## config.mk

```make
export PLATFORM = sky130hd
export DESIGN_NAME = serial_bank_switch_mapper
export DESIGN_NICKNAME = d
export VERILOG_FILES = /design/src/hdl/sbsm_pkg.sv /design/src/hdl/serial_bank_switch_mapper.sv
export SDC_FILE = /design/constraint.sdc
export NUM_CORES = 1
export LEC_CHECK = 0
export BUFFER_PORTS_ARGS = -buffer_cell sky130_fd_sc_hd__buf_2
export CAP_MARGIN = 0
export CORE_MARGIN = 8
export CORE_UTILIZATION = 56
export CTS_CLUSTER_DIAMETER = 30
export DETAILED_ROUTE_END_ITERATION = 8
export GPL_TIMING_DRIVEN = 0
export PLACE_DENSITY = 0.91
export SYNTH_ARGS = -nofsm -noshare
export SYNTH_HDL_FRONTEND = slang
export SYNTH_SLANG_ARGS = --single-unit
```

## constraint.sdc

```tcl
create_clock -name clk -period 3.39 [get_ports clk]
set_clock_uncertainty 0.05 [all_clocks]
set_input_delay 0.1695 -clock clk [delete_from_list [all_inputs] [get_ports clk]]
set_output_delay 0.1695 -clock clk [all_outputs]
set_load 0.005 [all_outputs]
```

## src/hdl/sbsm_pkg.sv

```systemverilog
package sbsm_pkg;

  localparam int unsigned ADDR_W   = 16;
  localparam int unsigned DATA_W   = 8;
  localparam int unsigned MAP_W    = 18;
  localparam int unsigned SHIFT_W  = 5;
  localparam logic [2:0]  SHIFT_LEN = 3'd5;
  localparam logic [1:0]  HOLDOFF_ARM = 2'd2;

  typedef enum logic [2:0] {
    FUNC_TICK    = 3'd0,
    FUNC_WRITE   = 3'd1,
    FUNC_PROG    = 3'd2,
    FUNC_PATTERN = 3'd3,
    FUNC_NAME    = 3'd4
  } func_t;

  typedef enum logic [1:0] {
    TGT_CTRL  = 2'd0,
    TGT_PAT0  = 2'd1,
    TGT_PAT1  = 2'd2,
    TGT_PROG  = 2'd3
  } target_t;

  typedef enum logic [1:0] {
    MIR_PAGE0 = 2'd0,
    MIR_PAGE1 = 2'd1,
    MIR_A10   = 2'd2,
    MIR_A11   = 2'd3
  } mirror_t;

  typedef struct packed {
    logic [2:0]        func;
    logic [ADDR_W-1:0] addr;
    logic [DATA_W-1:0] data;
  } in_word_t;

  typedef struct packed {
    logic [MAP_W-1:0] mapped_addr;
    logic             ram_off;
    logic             write_taken;
  } out_word_t;

endpackage

```

## src/hdl/serial_bank_switch_mapper.sv

```systemverilog
// Serial bank-switch mapper. Each input word (tick, register write, program,
// pattern or nametable lookup) yields exactly one result word carrying the
// translated address, the work RAM disable flag after the word, and whether
// a write was taken. It accepts one word per cycle while in_stall is low:
// all mapping and register-update logic is a single combinational pass from
// the state registers into the result register. A one-word skid buffer behind
// the result register keeps input flowing while the result side stalls;
// in_stall rises only once that buffer is full.
module serial_bank_switch_mapper
  import sbsm_pkg::*;
(
  input  logic      clk,
  input  logic      rst_n,
  input  logic      in_valid,
  output logic      in_stall,
  input  in_word_t  in_data,
  output logic      out_valid,
  input  logic      out_stall,
  output out_word_t out_data
);

  logic [1:0]         holdoff_r, holdoff_nxt;
  logic [2:0]         shift_count_r, shift_count_nxt;
  logic [SHIFT_W-1:0] shift_value_r, shift_value_nxt;
  logic               pattern_mode_r, pattern_mode_nxt;
  logic               prog_half_r, prog_half_nxt;
  logic               prog_fixed_r, prog_fixed_nxt;
  logic [1:0]         mirror_r, mirror_nxt;
  logic [SHIFT_W-1:0] pat_bank0_r, pat_bank0_nxt;
  logic [SHIFT_W-1:0] pat_bank1_r, pat_bank1_nxt;
  logic               ram_dis_r, ram_dis_nxt;
  logic [3:0]         prog_bank_r, prog_bank_nxt;

  out_word_t main_r, main_nxt;
  out_word_t skid_r, skid_nxt;
  logic      main_v_r, main_v_nxt;
  logic      skid_v_r, skid_v_nxt;

  logic      in_acc;
  logic      out_take;
  out_word_t res;

  logic [SHIFT_W-1:0] shifted;
  logic [2:0]         cnt_inc;
  logic [3:0]         pbank;
  logic [SHIFT_W-1:0] cbank;
  logic               page;

  assign in_acc   = in_valid && !skid_v_r;
  assign out_take = main_v_r && !out_stall;
  assign in_stall = skid_v_r;
  assign out_valid = main_v_r;
  assign out_data  = main_r;

  assign shifted = {in_data.data[0], shift_value_r[SHIFT_W-1:1]};
  assign cnt_inc = shift_count_r + 3'd1;

  always_comb begin
    pbank = {prog_bank_r[3:1], in_data.addr[14]};
    if (prog_half_r) begin
      if (in_data.addr[14] != prog_fixed_r) begin
        pbank = prog_bank_r;
      end else begin
        pbank = {4{in_data.addr[14]}};
      end
    end
    if (pattern_mode_r) begin
      cbank = in_data.addr[12] ? pat_bank1_r : pat_bank0_r;
    end else begin
      cbank = {pat_bank0_r[SHIFT_W-1:1], in_data.addr[12]};
    end
    case (mirror_r)
      MIR_PAGE0: page = 1'b0;
      MIR_PAGE1: page = 1'b1;
      MIR_A10:   page = in_data.addr[10];
      MIR_A11:   page = in_data.addr[11];
      default:   page = 1'b0;
    endcase
  end

  always_comb begin
    holdoff_nxt      = holdoff_r;
    shift_count_nxt  = shift_count_r;
    shift_value_nxt  = shift_value_r;
    pattern_mode_nxt = pattern_mode_r;
    prog_half_nxt    = prog_half_r;
    prog_fixed_nxt   = prog_fixed_r;
    mirror_nxt       = mirror_r;
    pat_bank0_nxt    = pat_bank0_r;
    pat_bank1_nxt    = pat_bank1_r;
    ram_dis_nxt      = ram_dis_r;
    prog_bank_nxt    = prog_bank_r;
    res.mapped_addr  = '0;
    res.write_taken  = 1'b0;
    case (in_data.func)
      FUNC_TICK: begin
        if (holdoff_r != 2'd0) begin
          holdoff_nxt = holdoff_r - 2'd1;
        end
      end
      FUNC_WRITE: begin
        if (holdoff_r == 2'd0) begin
          res.write_taken = 1'b1;
          holdoff_nxt     = HOLDOFF_ARM;
          if (in_data.data[7]) begin
            shift_count_nxt = '0;
            shift_value_nxt = '0;
            prog_half_nxt   = 1'b1;
            prog_fixed_nxt  = 1'b1;
          end else begin
            shift_value_nxt = shifted;
            shift_count_nxt = cnt_inc;
            if (cnt_inc == SHIFT_LEN) begin
              shift_count_nxt = '0;
              case (in_data.addr[14:13])
                TGT_CTRL: begin
                  pattern_mode_nxt = shifted[4];
                  prog_half_nxt    = shifted[3];
                  prog_fixed_nxt   = shifted[2];
                  mirror_nxt       = shifted[1:0];
                end
                TGT_PAT0: pat_bank0_nxt = shifted;
                TGT_PAT1: pat_bank1_nxt = shifted;
                TGT_PROG: begin
                  ram_dis_nxt   = shifted[4];
                  prog_bank_nxt = shifted[3:0];
                end
                default: ;
              endcase
            end
          end
        end
      end
      FUNC_PROG:    res.mapped_addr = {pbank, in_data.addr[13:0]};
      FUNC_PATTERN: res.mapped_addr = {1'b0, cbank, in_data.addr[11:0]};
      FUNC_NAME:    res.mapped_addr = {7'd0, page, in_data.addr[9:0]};
      default: ;
    endcase
    res.ram_off = ram_dis_nxt;
  end

  always_comb begin
    main_nxt   = main_r;
    skid_nxt   = skid_r;
    main_v_nxt = main_v_r;
    skid_v_nxt = skid_v_r;
    if (!main_v_r || out_take) begin
      main_v_nxt = skid_v_r || in_acc;
      main_nxt   = skid_v_r ? skid_r : res;
      skid_v_nxt = 1'b0;
    end else if (in_acc) begin
      skid_nxt   = res;
      skid_v_nxt = 1'b1;
    end
  end

  always_ff @(posedge clk) begin
    main_r <= main_nxt;
    skid_r <= skid_nxt;
    if (!rst_n) begin
      main_v_r       <= 1'b0;
      skid_v_r       <= 1'b0;
      holdoff_r      <= '0;
      shift_count_r  <= '0;
      shift_value_r  <= '0;
      pattern_mode_r <= 1'b0;
      prog_half_r    <= 1'b1;
      prog_fixed_r   <= 1'b1;
      mirror_r       <= MIR_PAGE0;
      pat_bank0_r    <= 5'd0;
      pat_bank1_r    <= 5'd1;
      ram_dis_r      <= 1'b0;
      prog_bank_r    <= '0;
    end else begin
      main_v_r <= main_v_nxt;
      skid_v_r <= skid_v_nxt;
      if (in_acc) begin
        holdoff_r      <= holdoff_nxt;
        shift_count_r  <= shift_count_nxt;
        shift_value_r  <= shift_value_nxt;
        pattern_mode_r <= pattern_mode_nxt;
        prog_half_r    <= prog_half_nxt;
        prog_fixed_r   <= prog_fixed_nxt;
        mirror_r       <= mirror_nxt;
        pat_bank0_r    <= pat_bank0_nxt;
        pat_bank1_r    <= pat_bank1_nxt;
        ram_dis_r      <= ram_dis_nxt;
        prog_bank_r    <= prog_bank_nxt;
      end
    end
  end

  a_skid_implies_main: assert property (@(posedge clk) disable iff (!rst_n)
    skid_v_r |-> main_v_r)
    else $error("skid word held without a result word");

  a_holdoff_blocks: assert property (@(posedge clk) disable iff (!rst_n)
    (in_acc && in_data.func == FUNC_WRITE && holdoff_r != 2'd0)
      |=> (holdoff_r == $past(holdoff_r) && shift_count_r == $past(shift_count_r)))
    else $error("held-off write changed mapper state");

  a_shift_count_range: assert property (@(posedge clk) disable iff (!rst_n)
    shift_count_r < SHIFT_LEN)
    else $error("shift count beyond five bits");

  a_accept_fills: assert property (@(posedge clk) disable iff (!rst_n)
    (in_acc && !main_v_r) |=> main_v_r)
    else $error("accepted word produced no result");

endmodule
```

==> key figures <==
Timing
  – Fin Hold WS: 0.0835 ns
  – Period minus WS final: 2.32 ns
  – Period utilization: 68.4%
  – Endpoints failing hold: 0
  – FMAX: 431 MHz
  – Final slew viol count: 0
  – Final setup vio count: 0
  – RSZ-0062 raised after global routing: false
  – Relative slew slack: 37.9%
  – Worst Max-Slew Pin Slew: 0.929 ns

Synthesis
  – Post-synthesis area per instance: 12.1 sq um
  – Yosys top cell by area: edfxtp_1
  – Post-synth EDFFs: 40
  – Syn. warnings: 0
  – Yosys cell types: 45
  – Area of the mapped netlist: 3180 sq um
  – Leading post-synthesis cells by cell area: edfxtp_1 38%, dfxtp_1 20%, mux2_2 7.4%
  – Seq cells post-synth: 71
  – Synth top area share: 37.8%
  – Async SR Flop Fraction: 0%
  – Mapped Cells: 263
  – Sequential share of the synthesized area: 57.3%
  – Synth Net Count: 297
  – Main synth FF type: edfxtp_1

Setup path
  – Critical Path RT: 3.38 ns
  – Crit path kind: reg -> reg
  – Crit path arrival time: 2.31 ns
  – Worst-path fanout max: 23
  – Worst setup SP type: register
  – CP Capture Type: register

Route
  – Routed WL: 6310 microns
  – Vias/cell: 5.44
  – DR iter-0 viols: 74
  – WL/cell: 16.0 microns
  – 1st-pass router iterations: 4
  – Routed Antenna Nets: 0
  – Via count: 2148
  – Residual DRC: 0

Global routing
  – First-pass GRT wire length: 10600 microns
  – Initial antenna violation count: 0
  – Largest net degree at the start of global routing: 24
  – GRT overflow: 0
  – Vias in the first global route: 2204
  – GRT Resource Usage Total: 15.8%

Power
  – Psw: 384 uW
  – Leakage: 1.45 nW
  – Cell-internal power: 1.41 mW
  – Clock share of power: 40.1%
  – Gate power share: 7.0%
  – Maximum vdd drop: 276 uV
  – Switch share: 21.5%
  – Seq pwr share: 53.0%
  – Power per cell area: 482 nW/um^2

CTS
  – Clock latency on the worst-skew pair: 0.34 ns
  – Post-CTS Resized: 0
  – Hold-fix buffers, CTS: 0
  – CTS max path bufs: 2
  – TritonCTS clock tree: built
  – Root Driver: clkbuf_8
  – Total CTS buffers: 9
  – H-tree depth: 3
  – Clock sinks: 71
  – Clk slew on worst S/H paths: 0.07 ns
  – Postcts setup bufs: 0

Finish
  – Commonest non-fill, non-tap cells in the layout: 45 x buf_2, 40 x edfxtp_1, 39 x nand2_1
  – Fillers: 419
  – Final core utilization: 67.4%
  – Antenna diodes: 0
  – Area growth syn-to-layout: 16.8%
  – Commonest non-fill, non-tap cell in the layout: buf_2
  – Share of cells above drive strength 1: 27.6%
  – Nets: 352

Placement
  – Post-DP HPWL: 4710 microns
  – GPL Wtd Cong: 0.820
  – IO buf count: 43

Floorplan
  – Chip width: 91.3 microns
  – Io pins: 53
  – Num rows: 27
  – Core area: 5510 sq um
  – Die Height: 91.3 microns
  – Initial cell density of the core: 57.7%
  – Die area: 8340 sq um

Worst hold path
  – Hold crit path type: in -> reg

Run
  – Max cap viols: 0

Outcome
  – Status: complete, no violations
==> Yosys cell counts (2+ instances only) <==
master / n
nor3b_1: 2
nor4_1: 2
mux2_2: 21
inv_1: 6
dfxtp_1: 31
and2_1: 11
o2bb2ai_1: 2
a21boi_0: 9
nor2b_1: 3
mux2i_1: 22
nand2b_1: 6
nand2_1: 39
or3_1: 2
o22ai_1: 2
a21o_1: 2
nor3_1: 3
nor2_1: 5
edfxtp_1: 40
nand4b_1: 2
o21ai_0: 5
a31oi_1: 2
ha_1: 3
nor4_4: 2
clkbuf_1: 12
nand4_1: 2
buf_2: 2
nand3b_1: 5
a21oi_1: 3
==> state kept, by name (all words and copies together) (netlist names), 2 cells and up <==
register	cells
out_data	20
skid_r	20
pat_bank0_r	5
pat_bank1_r	5
prog_bank_r	4
shift_value_r	4
shift_count_r	3
holdoff_r	2
mirror_r	2
==> layout make-up <==
type                       instances  area [sq um]  share of cell area (%)
buffer                            14          55.1                    1.48
clock buffer                      10           128                    3.44
clock inverter                     6          85.1                    2.29
inverter                           6          22.5                   0.606
multi-input combinational        172          1280                    34.6
sequential                        71          1820                    49.1
tap                               72          90.1                    2.43
timing repair buffer              44           226                    6.10
==> through the flow <==
step | power [mW] | std cells | area, sq um | setup TNS, ns | setup WS [ns]
after floorplan | 1.03 | 263 | 3180 | 0 | 0.503
after global placement | 1.09 | 378 | 3480 | -4.92 | -0.246
after detailed placement | 1.09 | 379 | 3500 | 0 | 1.05
after CTS | 1.81 | 395 | 3710 | 0 | 1.03
after global routing | 1.86 | 395 | 3710 | 0 | 0.917
final | 1.79 | 395 | 3710 | 0 | 1.07
==> critical path, stage by stage, from the launching register on <==
cell and delay (ns):
dfxtp_1 0.34, nand2_1 0.53, nor3b_2 0.84, buf_6 0.26
==> cell families (layout without fill, tap and decap cells) <==
logic type | Yosys count | after routing | share of synthesized area [%]
mux | 43 | 43 | 14.4
buf+inv | 20 | 80 | 2.44
flops | 71 | 71 | 57.3
xor+xnor | 2 | 2 | 0.551
simple gates | 93 | 93 | 17.4
fa+ha+maj | 3 | 3 | 1.18
compound gates | 31 | 31 | 6.73
==> final timing paths <==
| path | startpoint | slack, ns | depth (start not counted) | end |
|---|---|---|---|---|
| worst min-delay path | in_data[16] | 0.08 | 2 | skid_r[10]$_DFFE_PP_ |
| worst min register to register | prog_bank_r[2]$_SDFFE_PN0P_ | 0.41 | 2 | prog_bank_r[2]$_SDFFE_PN0P_ |
| worst max register to register | out_valid$_SDFFE_PN0P_ | 1.07 | 3 | skid_r[16]$_DFFE_PP_ |
| worst max-delay path | out_valid$_SDFFE_PN0P_ | 1.07 | 3 | skid_r[16]$_DFFE_PP_ |
==> per-layer routing <==
metal	wire, microns	track usage [%]
met5	0	0
met2	3200	27.3
met1	2700	17.3
met4	55	6.41
met3	359	5.84
==> power by group through the flow <==
stage               Sequential (mW)  Clock, mW  Combinational [mW]
floorplan                     0.970          0              0.0647
global placement              0.966          0               0.120
detailed placement            0.969          0               0.126
CTS                           0.949      0.732               0.127
global route                  0.951      0.768               0.138
finish                        0.949      0.718               0.125
Power figures use the tool's default switching activity.
